### config.mk
export PLATFORM = sky130hd
export DESIGN_NAME = pinned_lru_entry_cache
export DESIGN_NICKNAME = d
export VERILOG_FILES = /design/src/rtl/plc_pkg.sv /design/src/rtl/plc_cell.sv /design/src/rtl/pinned_lru_entry_cache.sv
export SDC_FILE = /design/constraint.sdc
export NUM_CORES = 2
export LEC_CHECK = 0
export BUFFER_PORTS_ARGS = -buffer_cell sky130_fd_sc_hd__buf_4
export CORE_MARGIN = 3
export CORE_UTILIZATION = 36
export CTS_CLUSTER_SIZE = 10
export DETAILED_ROUTE_END_ITERATION = 16
export PLACE_DENSITY = 0.47
export SYNTH_ARGS = -nofsm -noshare
export SYNTH_HDL_FRONTEND = slang
export SYNTH_SLANG_ARGS = --single-unit
### constraint.sdc
create_clock -name i_clk -period 12.49 [get_ports i_clk]
set_clock_uncertainty 0.15 [all_clocks]
set_input_delay 2.498 -clock i_clk [delete_from_list [all_inputs] [get_ports i_clk]]
set_output_delay 2.498 -clock i_clk [all_outputs]
set_load 0.01 [all_outputs]
### src/rtl/plc_pkg.sv
// Shared types and constants of the pinned entry cache.
// Used by plc_cell, pinned_lru_entry_cache and plc_checker; no dependencies.
`default_nettype none

package plc_pkg;

    localparam int CAPACITY  = 16;
    localparam int KEY_BITS  = 32;
    localparam int REF_BITS  = 8;
    localparam int STAMP_W   = 48;
    localparam int SLOT_W    = $clog2(CAPACITY);
    localparam int CNT_W     = $clog2(CAPACITY + 1);
    localparam int LIMIT_W   = 5;
    localparam int CMP_W     = (CNT_W > LIMIT_W) ? CNT_W : LIMIT_W;
    localparam int SCNT_W    = $clog2(CAPACITY + 2);
    localparam logic [REF_BITS-1:0] REF_MAX = '1;

    // Request codes.
    localparam logic [1:0] OP_INSERT = 2'd0;
    localparam logic [1:0] OP_FIND   = 2'd1;
    localparam logic [1:0] OP_UNPIN  = 2'd2;

    // Answer status codes.
    localparam logic [2:0] ST_HIT      = 3'd0;
    localparam logic [2:0] ST_NEW      = 3'd1;
    localparam logic [2:0] ST_MISS     = 3'd2;
    localparam logic [2:0] ST_MISS_RET = 3'd3;
    localparam logic [2:0] ST_FULL     = 3'd4;
    localparam logic [2:0] ST_UNKNOWN  = 3'd5;
    localparam logic [2:0] ST_NOT_PIN  = 3'd6;
    localparam logic [2:0] ST_OVERFLOW = 3'd7;

    // Commands from the sequencer to one cell.
    localparam logic [2:0] CMD_NONE   = 3'd0;
    localparam logic [2:0] CMD_NEW    = 3'd1;
    localparam logic [2:0] CMD_PIN    = 3'd2;
    localparam logic [2:0] CMD_UNPIN  = 3'd3;
    localparam logic [2:0] CMD_RETIRE = 3'd4;

    typedef struct packed {
        logic [2:0]          op;
        logic [SLOT_W-1:0]   idx;
        logic [KEY_BITS-1:0] key;
        logic                gapless;
        logic [STAMP_W-1:0]  stamp;
    } t_cmd;

    // Search record that travels down the row of cells.
    typedef struct packed {
        logic                hit;
        logic [SLOT_W-1:0]   hit_idx;
        logic [REF_BITS-1:0] hit_refs;
        logic                hit_gl;
        logic                free;
        logic [SLOT_W-1:0]   free_idx;
        logic                idle;
        logic [SLOT_W-1:0]   idle_idx;
        logic [STAMP_W-1:0]  idle_stamp;
        logic [KEY_BITS-1:0] idle_key;
        logic                idle_gl;
    } t_scan;

endpackage

`default_nettype wire

### src/rtl/plc_cell.sv
// One table slot: holds an entry and folds it into the passing search record.
// Depends on plc_pkg.
`default_nettype none

module plc_cell (
    input  wire logic                          i_clk,
    input  wire logic                          i_rst_n,
    input  wire logic [plc_pkg::SLOT_W-1:0]    i_idx,
    input  wire logic [plc_pkg::KEY_BITS-1:0]  i_req_key,
    input  wire plc_pkg::t_cmd                 i_cmd,
    input  wire plc_pkg::t_scan                i_scan,
    output plc_pkg::t_scan                     o_scan
);

    logic                         r_valid;
    logic [plc_pkg::REF_BITS-1:0] r_refs;
    logic [plc_pkg::KEY_BITS-1:0] r_key;
    logic [plc_pkg::STAMP_W-1:0]  r_stamp;
    logic                         r_gl;
    plc_pkg::t_scan               r_scan;
    plc_pkg::t_scan               n_scan;
    logic                         sel;

    assign sel = (i_cmd.idx == i_idx);

    // Entry state, cleared by reset and otherwise changed only by a command addressed to this slot.
    always_ff @(posedge i_clk) begin
        if (!i_rst_n) begin
            r_valid <= 1'b0;
            r_refs  <= '0;
        end else if (sel) begin
            case (i_cmd.op)
                plc_pkg::CMD_NEW: begin
                    r_valid <= 1'b1;
                    r_refs  <= plc_pkg::REF_BITS'(1);
                end
                plc_pkg::CMD_PIN:    r_refs <= r_refs + 1'b1;
                plc_pkg::CMD_UNPIN:  r_refs <= r_refs - 1'b1;
                plc_pkg::CMD_RETIRE: begin
                    r_valid <= 1'b0;
                    r_refs  <= '0;
                end
                default: ;
            endcase
        end
    end

    // Payload of the entry.
    always_ff @(posedge i_clk) begin
        if (sel && i_cmd.op == plc_pkg::CMD_NEW) begin
            r_key <= i_cmd.key;
            r_gl  <= i_cmd.gapless;
        end
        if (sel && (i_cmd.op == plc_pkg::CMD_NEW || i_cmd.op == plc_pkg::CMD_PIN)) begin
            r_stamp <= i_cmd.stamp;
        end
    end

    // Fold this slot into the record: first match, first free, oldest idle.
    always_comb begin
        n_scan = i_scan;
        if (!i_scan.hit && r_valid && r_key == i_req_key) begin
            n_scan.hit      = 1'b1;
            n_scan.hit_idx  = i_idx;
            n_scan.hit_refs = r_refs;
            n_scan.hit_gl   = r_gl;
        end
        if (!i_scan.free && !r_valid) begin
            n_scan.free     = 1'b1;
            n_scan.free_idx = i_idx;
        end
        if (r_valid && r_refs == '0 && (!i_scan.idle || r_stamp < i_scan.idle_stamp)) begin
            n_scan.idle       = 1'b1;
            n_scan.idle_idx   = i_idx;
            n_scan.idle_stamp = r_stamp;
            n_scan.idle_key   = r_key;
            n_scan.idle_gl    = r_gl;
        end
    end

    // Hand the record to the next slot.
    always_ff @(posedge i_clk) begin
        r_scan <= n_scan;
    end

    assign o_scan = r_scan;

endmodule

`default_nettype wire

### src/rtl/pinned_lru_entry_cache.sv
// Top level of the pinned entry cache: request sequencer and the row of cells.
// Depends on plc_pkg and plc_cell.
//
// Usage: a request word (op, key, gapless, want_gapless) enters on the
// i_valid / o_ready channel; o_ready is high only while no request is in
// work. Each request gives zero or more retire reports (o_kind 1) followed
// by one answer word (o_kind 0, o_last 1) on the o_valid / i_ready channel.
// A request with the unused op code gives no word at all.
// The search runs down a row of CAPACITY cells, one cell per cycle. A find
// or unpin ends with its decision, plus an answer step when it retires its
// entry; an insert that pins or places its entry adds a check and an answer
// step. Each entry an insert retires adds one search, one check and one
// decision; when the table is still over the limit with nothing idle, one
// last search and the answer follow. The result is held in one output
// register; a stalled receiver holds it there and the sequencer waits
// before it loads the next word. The soft limit is written on i_cfg_valid /
// o_cfg_ready, always ready; the user must write it only while the block is
// idle, which the block itself does not enforce. Synchronous reset clears
// every slot, the access counter and the entry count and sets the soft limit to 3.
`default_nettype none

module pinned_lru_entry_cache (
    input  wire logic                          i_clk,
    input  wire logic                          i_rst_n,
    input  wire logic                          i_valid,
    output logic                               o_ready,
    input  wire logic [1:0]                    i_op,
    input  wire logic [plc_pkg::KEY_BITS-1:0]  i_key,
    input  wire logic                          i_gapless,
    input  wire logic                          i_want_gapless,
    output logic                               o_valid,
    input  wire logic                          i_ready,
    output logic                               o_kind,
    output logic [2:0]                         o_status,
    output logic [plc_pkg::KEY_BITS-1:0]       o_key_out,
    output logic [plc_pkg::SLOT_W-1:0]         o_slot,
    output logic                               o_entry_gapless,
    output logic                               o_last,
    input  wire logic                          i_cfg_valid,
    output logic                               o_cfg_ready,
    input  wire logic [plc_pkg::LIMIT_W-1:0]   i_cfg_data
);

    localparam logic [2:0] S_IDLE  = 3'd0;
    localparam logic [2:0] S_SCAN  = 3'd1;
    localparam logic [2:0] S_DEC   = 3'd2;
    localparam logic [2:0] S_CHECK = 3'd3;
    localparam logic [2:0] S_CDEC  = 3'd4;
    localparam logic [2:0] S_ANS   = 3'd5;

    logic [2:0]                    r_state, n_state;
    logic                          r_clean, n_clean;
    logic [plc_pkg::SCNT_W-1:0]    r_scnt, n_scnt;
    logic [plc_pkg::LIMIT_W-1:0]   r_limit;
    logic [plc_pkg::CNT_W-1:0]     r_count, n_count;
    logic [plc_pkg::STAMP_W-1:0]   r_ctr, n_ctr;
    logic [1:0]                    r_op;
    logic [plc_pkg::KEY_BITS-1:0]  r_key;
    logic                          r_gl_in;
    logic                          r_prefer;
    logic [2:0]                    r_ans_status, n_ans_status;
    logic [plc_pkg::SLOT_W-1:0]    r_ans_slot, n_ans_slot;
    logic                          r_ans_gl, n_ans_gl;

    logic                          r_o_valid;
    logic                          r_o_kind;
    logic [2:0]                    r_o_status;
    logic [plc_pkg::KEY_BITS-1:0]  r_o_key;
    logic [plc_pkg::SLOT_W-1:0]    r_o_slot;
    logic                          r_o_gl;
    logic                          r_o_last;

    logic                          emit;
    logic                          e_kind;
    logic [2:0]                    e_status;
    logic [plc_pkg::KEY_BITS-1:0]  e_key;
    logic [plc_pkg::SLOT_W-1:0]    e_slot;
    logic                          e_gl;
    logic                          e_last;

    plc_pkg::t_cmd                 cmd;
    plc_pkg::t_scan                scan_chain [plc_pkg::CAPACITY];
    plc_pkg::t_scan                sc;
    logic                          out_free;
    logic                          over;
    logic                          accept;

    assign accept      = i_valid && o_ready;
    assign o_ready     = (r_state == S_IDLE);
    assign o_cfg_ready = 1'b1;
    assign out_free    = !r_o_valid || i_ready;
    assign over        = plc_pkg::CMP_W'(r_count) > plc_pkg::CMP_W'(r_limit);
    assign sc          = scan_chain[plc_pkg::CAPACITY-1];

    // Row of cells; each hands its search record to the next.
    for (genvar g = 0; g < plc_pkg::CAPACITY; g++) begin : g_cell
        plc_pkg::t_scan scan_in;
        if (g == 0) begin : g_head
            assign scan_in = '0;
        end else begin : g_body
            assign scan_in = scan_chain[g-1];
        end
        plc_cell u_cell (
            .i_clk     (i_clk),
            .i_rst_n   (i_rst_n),
            .i_idx     (plc_pkg::SLOT_W'(g)),
            .i_req_key (r_key),
            .i_cmd     (cmd),
            .i_scan    (scan_in),
            .o_scan    (scan_chain[g])
        );
    end

    // Request sequencer.
    always_comb begin
        n_state      = r_state;
        n_clean      = r_clean;
        n_scnt       = r_scnt;
        n_count      = r_count;
        n_ctr        = r_ctr;
        n_ans_status = r_ans_status;
        n_ans_slot   = r_ans_slot;
        n_ans_gl     = r_ans_gl;
        cmd          = '0;
        cmd.op       = plc_pkg::CMD_NONE;
        cmd.key      = r_key;
        cmd.gapless  = r_gl_in;
        cmd.stamp    = r_ctr + 1'b1;
        emit         = 1'b0;
        e_kind       = 1'b0;
        e_status     = plc_pkg::ST_HIT;
        e_key        = r_key;
        e_slot       = '0;
        e_gl         = 1'b0;
        e_last       = 1'b1;
        case (r_state)
            S_IDLE: begin
                if (accept) begin
                    n_state = S_SCAN;
                    n_clean = 1'b0;
                    n_scnt  = '0;
                end
            end
            S_SCAN: begin
                n_scnt = r_scnt + 1'b1;
                if (r_scnt == plc_pkg::SCNT_W'(plc_pkg::CAPACITY)) begin
                    n_state = r_clean ? S_CDEC : S_DEC;
                end
            end
            S_DEC: begin
                if (out_free) begin
                    case (r_op)
                        plc_pkg::OP_INSERT: begin
                            if (sc.hit && sc.hit_refs == plc_pkg::REF_MAX) begin
                                emit     = 1'b1;
                                e_status = plc_pkg::ST_OVERFLOW;
                                e_slot   = sc.hit_idx;
                                e_gl     = sc.hit_gl;
                                n_state  = S_IDLE;
                            end else if (sc.hit) begin
                                cmd.op       = plc_pkg::CMD_PIN;
                                cmd.idx      = sc.hit_idx;
                                n_ctr        = r_ctr + 1'b1;
                                n_ans_status = plc_pkg::ST_HIT;
                                n_ans_slot   = sc.hit_idx;
                                n_ans_gl     = sc.hit_gl;
                                n_state      = S_CHECK;
                            end else if (!sc.free) begin
                                emit     = 1'b1;
                                e_status = plc_pkg::ST_FULL;
                                n_state  = S_IDLE;
                            end else begin
                                cmd.op       = plc_pkg::CMD_NEW;
                                cmd.idx      = sc.free_idx;
                                n_ctr        = r_ctr + 1'b1;
                                n_count      = r_count + 1'b1;
                                n_ans_status = plc_pkg::ST_NEW;
                                n_ans_slot   = sc.free_idx;
                                n_ans_gl     = r_gl_in;
                                n_state      = S_CHECK;
                            end
                        end
                        plc_pkg::OP_FIND: begin
                            n_state = S_IDLE;
                            emit    = 1'b1;
                            e_slot  = sc.hit_idx;
                            e_gl    = sc.hit_gl;
                            if (!sc.hit) begin
                                e_status = plc_pkg::ST_MISS;
                                e_slot   = '0;
                                e_gl     = 1'b0;
                            end else if (r_prefer && sc.hit_refs == '0 && !sc.hit_gl) begin
                                // Idle entry that is not gapless: retire it, then miss.
                                e_kind       = 1'b1;
                                e_last       = 1'b0;
                                cmd.op       = plc_pkg::CMD_RETIRE;
                                cmd.idx      = sc.hit_idx;
                                n_count      = r_count - 1'b1;
                                n_ans_status = plc_pkg::ST_MISS_RET;
                                n_ans_slot   = sc.hit_idx;
                                n_ans_gl     = 1'b0;
                                n_state      = S_ANS;
                            end else if (sc.hit_refs == plc_pkg::REF_MAX) begin
                                e_status = plc_pkg::ST_OVERFLOW;
                            end else begin
                                cmd.op   = plc_pkg::CMD_PIN;
                                cmd.idx  = sc.hit_idx;
                                n_ctr    = r_ctr + 1'b1;
                                e_status = plc_pkg::ST_HIT;
                            end
                        end
                        plc_pkg::OP_UNPIN: begin
                            n_state = S_IDLE;
                            emit    = 1'b1;
                            e_slot  = sc.hit_idx;
                            e_gl    = sc.hit_gl;
                            if (!sc.hit) begin
                                e_status = plc_pkg::ST_UNKNOWN;
                                e_slot   = '0;
                                e_gl     = 1'b0;
                            end else if (sc.hit_refs == '0) begin
                                e_status = plc_pkg::ST_NOT_PIN;
                            end else begin
                                cmd.op   = plc_pkg::CMD_UNPIN;
                                cmd.idx  = sc.hit_idx;
                                e_status = plc_pkg::ST_HIT;
                                if (sc.hit_refs == plc_pkg::REF_BITS'(1) && over) begin
                                    // Last pin released while over the limit.
                                    e_kind       = 1'b1;
                                    e_last       = 1'b0;
                                    cmd.op       = plc_pkg::CMD_RETIRE;
                                    n_count      = r_count - 1'b1;
                                    n_ans_status = plc_pkg::ST_HIT;
                                    n_ans_slot   = sc.hit_idx;
                                    n_ans_gl     = sc.hit_gl;
                                    n_state      = S_ANS;
                                end
                            end
                        end
                        default: begin
                            n_state = S_IDLE;
                        end
                    endcase
                end
            end
            S_CHECK: begin
                if (over) begin
                    n_state = S_SCAN;
                    n_clean = 1'b1;
                    n_scnt  = '0;
                end else begin
                    n_state = S_ANS;
                end
            end
            S_CDEC: begin
                if (!sc.idle) begin
                    n_state = S_ANS;
                end else if (out_free) begin
                    emit    = 1'b1;
                    e_kind  = 1'b1;
                    e_last  = 1'b0;
                    e_key   = sc.idle_key;
                    e_slot  = sc.idle_idx;
                    e_gl    = sc.idle_gl;
                    cmd.op  = plc_pkg::CMD_RETIRE;
                    cmd.idx = sc.idle_idx;
                    n_count = r_count - 1'b1;
                    n_state = S_CHECK;
                end
            end
            S_ANS: begin
                if (out_free) begin
                    emit     = 1'b1;
                    e_status = r_ans_status;
                    e_slot   = r_ans_slot;
                    e_gl     = r_ans_gl;
                    n_state  = S_IDLE;
                end
            end
            default: begin
                n_state = S_IDLE;
            end
        endcase
    end

    // Control registers.
    always_ff @(posedge i_clk) begin
        if (!i_rst_n) begin
            r_state   <= S_IDLE;
            r_clean   <= 1'b0;
            r_scnt    <= '0;
            r_count   <= '0;
            r_ctr     <= '0;
            r_limit   <= plc_pkg::LIMIT_W'(3);
            r_o_valid <= 1'b0;
        end else begin
            r_state <= n_state;
            r_clean <= n_clean;
            r_scnt  <= n_scnt;
            r_count <= n_count;
            r_ctr   <= n_ctr;
            if (i_cfg_valid) begin
                r_limit <= i_cfg_data;
            end
            if (emit) begin
                r_o_valid <= 1'b1;
            end else if (i_ready) begin
                r_o_valid <= 1'b0;
            end
        end
    end

    // Request and answer payload.
    always_ff @(posedge i_clk) begin
        if (accept) begin
            r_op     <= i_op;
            r_key    <= i_key;
            r_gl_in  <= i_gapless;
            r_prefer <= i_want_gapless;
        end
        r_ans_status <= n_ans_status;
        r_ans_slot   <= n_ans_slot;
        r_ans_gl     <= n_ans_gl;
        if (emit) begin
            r_o_kind   <= e_kind;
            r_o_status <= e_status;
            r_o_key    <= e_key;
            r_o_slot   <= e_slot;
            r_o_gl     <= e_gl;
            r_o_last   <= e_last;
        end
    end

    assign o_valid         = r_o_valid;
    assign o_kind          = r_o_kind;
    assign o_status        = r_o_status;
    assign o_key_out       = r_o_key;
    assign o_slot          = r_o_slot;
    assign o_entry_gapless = r_o_gl;
    assign o_last          = r_o_last;

endmodule

`default_nettype wire

Word level (Yosys, flattened, before mapping). Cells that the tools add are included.

Register bits after elaboration: 3226. Output and inout port bits: 45.

Add/sub/neg operators: 36. Order comparisons: 16. Eq/ne operators: 71. Muxes and demuxes: 194. Reduce and logical (&&, ||, !) cells: 260.

Operator list (count): 2-to-1 mux 81 bit (14); less-than comparator 48 bit (15); equality test 32 bit (16); one-hot mux 8 bit (4 select lines) (16); 2-to-1 mux 48 bit (6); logical NOT 8 bit (17); 2-to-1 mux 9 bit (15); adder 8 x 1 -> 8 bit (second input constant) (16); subtractor 8 x 1 -> 8 bit (second input constant) (16); logical AND 1 bit (114); 2-to-1 mux 3 bit (32); 2-to-1 mux 32 bit (3); one-hot mux 48 bit (2 select lines) (1); 2-to-1 mux 86 bit (1); 2-to-1 mux 5 bit (15); AND reduction 2 bit (32); logical NOT 1 bit (62); 2-to-1 mux 4 bit (14); 2-to-1 mux 7 bit (7); adder 48 x 1 -> 48 bit (second input constant) (1); 2-to-1 mux 1 bit (38); 2-to-1 mux 33 bit (1); equality test 4 bit (second input constant) (8); one-hot mux 5 bit (3 select lines) (2); 46 further kinds (115).

Logic depth before layout (Yosys ltp).
Depth after elaboration: 11. Mapped depth: 17. Depth with buffers taken out: 17.

Hierarchy. From an unflattened synthesis, not the netlist that was laid out.

Cell total of the unflattened synthesis: 11756. Area total of the unflattened synthesis: 146935.9 sq um.

Modules (own cells, without submodules): plc_cell (g_cell[0].u_cell ...) (instances 12, cells an instance 604, area each 8250.4 sq um); plc_cell (g_cell[14].u_cell ...) (instances 3, cells an instance 919, area each 10007.1 sq um); plc_cell (g_cell[9].u_cell) (instances 1, cells an instance 919, area each 10022.1 sq um); pinned_lru_entry_cache (instances 1, cells an instance 832, area each 7887.6 sq um).

Least setup slack after synthesis. No wires, ideal clock.

Path kind: input-to-reg. Start: input i_ready. End: register g_cell[15].u_cell.r_refs[7] in the netlist's numbering. Library setup time: 122 ps. Arrival: 9729 ps. Slack: 2489 ps. Cell stages on the path: 13. Path buffers: 0. Cells stage by stage: nor2b_1 -> nor3_4 -> nand3_1 -> nor2_1 -> ha_1 -> a21o_1 -> a21oi_1 -> nor2b_1 -> o21a_1 -> o41ai_1 -> xnor2_1 -> and3_1 -> a221o_1.

Longest elaborated chain between the ends: 7. Elaborated cells between the ends (all ways): 13. Classes of those cells: eq/ne: 5; mux: 5; reduce/logical: 3.

RTL lines: start: declaration (RTL line pinned_lru_entry_cache.sv:32) `input wire logic i_ready,`; logical OR 1 bit (*) (RTL line pinned_lru_entry_cache.sv:91) `assign out_free = !r_o_valid || i_ready;`; 2-to-1 mux 7 bit (RTL line pinned_lru_entry_cache.sv:258) `end else if (out_free) begin`; 2-to-1 mux 7 bit (RTL line pinned_lru_entry_cache.sv:256) `if (!sc.idle) begin`; one-hot mux 7 bit (2 select lines) (*) (RTL line pinned_lru_entry_cache.sv:136) `case (r_state)`; equality test 3 x 2 -> 1 bit, or another cell as far along (RTL line plc_cell.sv:32) `case (i_cmd.op)`; nonzero test 4 bit (no line); AND reduction 2 bit (no line); end signal: assignment (RTL line plc_cell.sv:35) `r_refs <= plc_pkg::REF_BITS'(1);`; end signal: assignment (RTL line plc_cell.sv:37) `plc_pkg::CMD_PIN: r_refs <= r_refs + 1'b1;`; end signal: assignment (RTL line plc_cell.sv:38) `plc_pkg::CMD_UNPIN: r_refs <= r_refs - 1'b1;`; end: declaration (RTL line plc_cell.sv:16) `logic [plc_pkg::REF_BITS-1:0] r_refs;`.

Mark *: on every way between the ends. The rest lies on a longest branch, timed or not. A chain may end at the register's enable or synchronous reset.

Final worst setup path.
Start: input i_ready. End: register g_cell[3].u_cell.r_refs[7] in the netlist's numbering.

Longest elaborated chain between the ends: 7. Elaborated cells between the ends (all ways): 13. Classes of those cells: eq/ne: 5; mux: 5; reduce/logical: 3.

RTL lines (RTL line): logical OR 1 bit (*) (pinned_lru_entry_cache.sv:91); 2-to-1 mux 7 bit (pinned_lru_entry_cache.sv:258); 2-to-1 mux 7 bit (pinned_lru_entry_cache.sv:256); one-hot mux 7 bit (2 select lines) (*) (pinned_lru_entry_cache.sv:136); equality test 3 x 2 -> 1 bit, or another cell as far along (plc_cell.sv:32); nonzero test 4 bit (no line); AND reduction 2 bit (no line); end signal: assignment (plc_cell.sv:35); end signal: assignment (plc_cell.sv:37); end signal: assignment (plc_cell.sv:38); end: declaration (plc_cell.sv:16).

Marks and branches as above.

==> results.json <==
{
  "status": "complete, no violations",
  "post-synth-top-area-cell": "edfxtp_1",
  "rsz0062_at_grt": "no",
  "grt_pass1_vias": 81800,
  "cts_num_sinks": 3180,
  "synth_cells": 10200,
  "ir_drop_uv": 137,
  "io_buffers": 89,
  "clk_pin_slew_worst_paths_ns": 0.06,
  "setup_violations": 0,
  "yosysSeqAreaShare_pct": 59.0,
  "dieWidth_um": 610,
  "yosys.cell_types.count": 93,
  "syn2layout_area_growth_pct": 14.2,
  "cts_tree": "built",
  "gr-total-overflow": 0,
  "fmax_ghz": 0.152,
  "yosysWarnings": 0,
  "cts_setup_buffers": 0,
  "grt_max_degree": 145,
  "htreeDepth": 5,
  "pre_cts_ws_ns": 5.00,
  "clk_latency_ns": 0.96,
  "worstPathRequired_ns": 13.13,
  "crit_type": "input pin to flip-flop",
  "nets": 11400,
  "die_y_um": 610,
  "slew_violations": 0,
  "maxCapViolCount": 0,
  "hold_violations": 0,
  "antenna_found_initial": 21,
  "ctsResizeCount": 0,
  "gp_congestion": 0.810,
  "synth_nets": 11100,
  "drive_above_1_share_pct": 19.4,
  "grt_pass1_wl_um": 570000,
  "fin_ws_ns": 5.93,
  "setup_tns_ns": 0,
  "core_area_um2": 363000,
  "drt_iter0_drc": 5769,
  "initial_core_util_pct": 36.2,
  "synthFlopType": "dfxtp_1",
  "cpPeakStageDelay_ns": 0.89,
  "worst_setup_path_end_kind": "flip-flop",
  "row_count": 221,
  "synth_edf_count": 1381,
  "synthTopCellsByCount": "dfxtp_1, edfxtp_1, mux2_2",
  "ys_top_cells_by_area": "edfxtp_1, dfxtp_1, mux2_2",
  "period_share_pct": 52.5,
  "pin_count": 91,
  "synthArstFlopShare_pct": 0,
  "p_leak_uw": 0.0565,
  "cp.arrival_ns": 7.20,
  "gr-usage-all-layers_pct": 20.7,
  "vias": 79100,
  "wl_per_cell_um": 25.1,
  "clock-root-buffer": "clkbuf_16",
  "wirelength_um": 392000,
  "drt_pass1_iterations": 6,
  "tightest_slew_ns": 1.31,
  "synth_top_area_share_pct": 31.6,
  "place_hpwl_um": 275000,
  "syn_area_um2": 131000,
  "synth_most_common_cell": "dfxtp_1",
  "min_period_ns": 6.56,
  "die-area_um2": 372000,
  "syn_area_per_cell_um2": 12.8,
  "crit_path_top_delay_cell": "nor2_4",
  "hold_buffers": 0,
  "drtAntennaViolNets": 0,
  "ys_ff_latch": 3180,
  "via_per_inst": 5.07,
  "startpoint_type": "input pin",
  "min_path_type": "flip-flop to flip-flop",
  "cts_buffer_depth": 4,
  "crit_chain": "buf_4 -> nor2b_1 -> nor3_4 -> nand3_1 -> nor2_4 -> buf_4 -> ha_1 -> a21o_1 -> a21oi_1 -> nor2b_1 -> o21a_1 -> o41ai_1 -> xnor2_1 -> and3_1 -> a221o_1",
  "relSlewSlack_pct": 12.0,
  "cts_buffers": 372,
  "powerDensity_nw_per_um2": 143,
  "crit_fanout": 49,
  "drc": 0
}
registers in the layout, indices dropped and copies added, names as in the netlist, 32 cells and up:
register and cells:
o_key_out 32, r_ctr 48, g_cell.u_cell.r_key 512, g_cell.u_cell.r_stamp 768, r_key 32, g_cell.u_cell.o_scan 1587, g_cell.u_cell.r_refs 128
cell usage in the layout (no fill, tap or decap), types with 64 or more instances in the layout:
cell type	netlist	layout
mux2_4	86	86
nor2_1	349	315
xnor2_1	469	445
nand4_1	309	309
edfxtp_1	1381	1381
nand3_1	103	101
xor2_1	218	199
o221a_2	64	64
nand2b_1	112	112
a22o_1	133	133
a211oi_1	69	68
clkbuf_16	0	376
nand2_1	488	486
dfxtp_1	1799	1798
a21oi_1	294	292
o21ai_0	183	182
o211ai_1	108	108
and2_1	128	127
clkbuf_1	212	237
inv_1	756	755
ha_1	815	815
a21o_1	157	155
buf_4	2	257
mux2_2	1064	1064
final cells by class:
type | instances | area, um^2
fillers | 33800 | 213000
flip-flops and latches | 3180 | 77500
multi-input cells | 5932 | 50600
clock buffers | 636 | 10600
well taps | 4794 | 6000
inverters | 757 | 2840
repair buffers | 259 | 1970
clock inverters | 37 | 420
diodes | 15 | 37.5
per-stage QoR:
step,total power [uW],util (%),hold WS (ns),area (um^2),instances
CTS,21700,41.3,0.248,150000,15600
global placement,11600,38.3,0.238,139000,14900
global route,22200,41.3,0.269,150000,15600
floorplan,11400,-,0.228,131000,10200
finish,21400,41.3,0.254,150000,15600
detailed placement,11600,38.3,0.242,139000,14900
metal layers:
| layer | track usage (%) | up-vias | wire length, um |
|---|---|---|---|
| li1 | - | 37400 | - |
| met1 | 29.3 | 39800 | 186000 |
| met2 | 33.7 | 1484 | 182000 |
| met3 | 2.26 | 442 | 13800 |
| met4 | 5.07 | 2 | 9730 |
| met5 | 0 | - | 7 |
final timing paths:
kind,start,to,slack (ns),depth (start not counted)
worst max-delay path,i_ready,g_cell[3].u_cell.r_refs[7],5.93,15
worst min-delay path,g_cell[4].u_cell.o_scan[83],g_cell[5].u_cell.o_scan[83],0.25,1
worst max register to register,r_op[0],g_cell[3].u_cell.r_refs[7],6.12,19
worst min register to register,g_cell[4].u_cell.o_scan[83],g_cell[5].u_cell.o_scan[83],0.25,1
report_power, final:
group	total (uW)	switching, uW	leakage (uW)	internal [uW]
Sequential	10900	29.9	0.0271	10800
Clock	10100	4300	0.00529	5770
Combinational	492	339	0.0241	153
Total	21400	4670	0.0565	16800
logic make-up after synthesis:
logic type,share of synthesized area [%]
xor gates and xnor gates,4.58
DFF,59.0
adders and majority gates,8.01
other,0.00286
AOI/OAI and AO/OA,6.90
muxes,10.2
and+or+nand+nor,7.88
buffers and inverters,3.34
worst max-delay path: cells and delay by family:
family / cells / cell delay, ns
AOI/OAI and AO/OA: 5 / 1.19
xor gates and xnor gates: 1 / 0.13
adders and majority gates: 1 / 0.35
buffers and inverters: 2 / 0.78
and+or+nand+nor: 6 / 2.19
(Power assumes the default switching activity.)
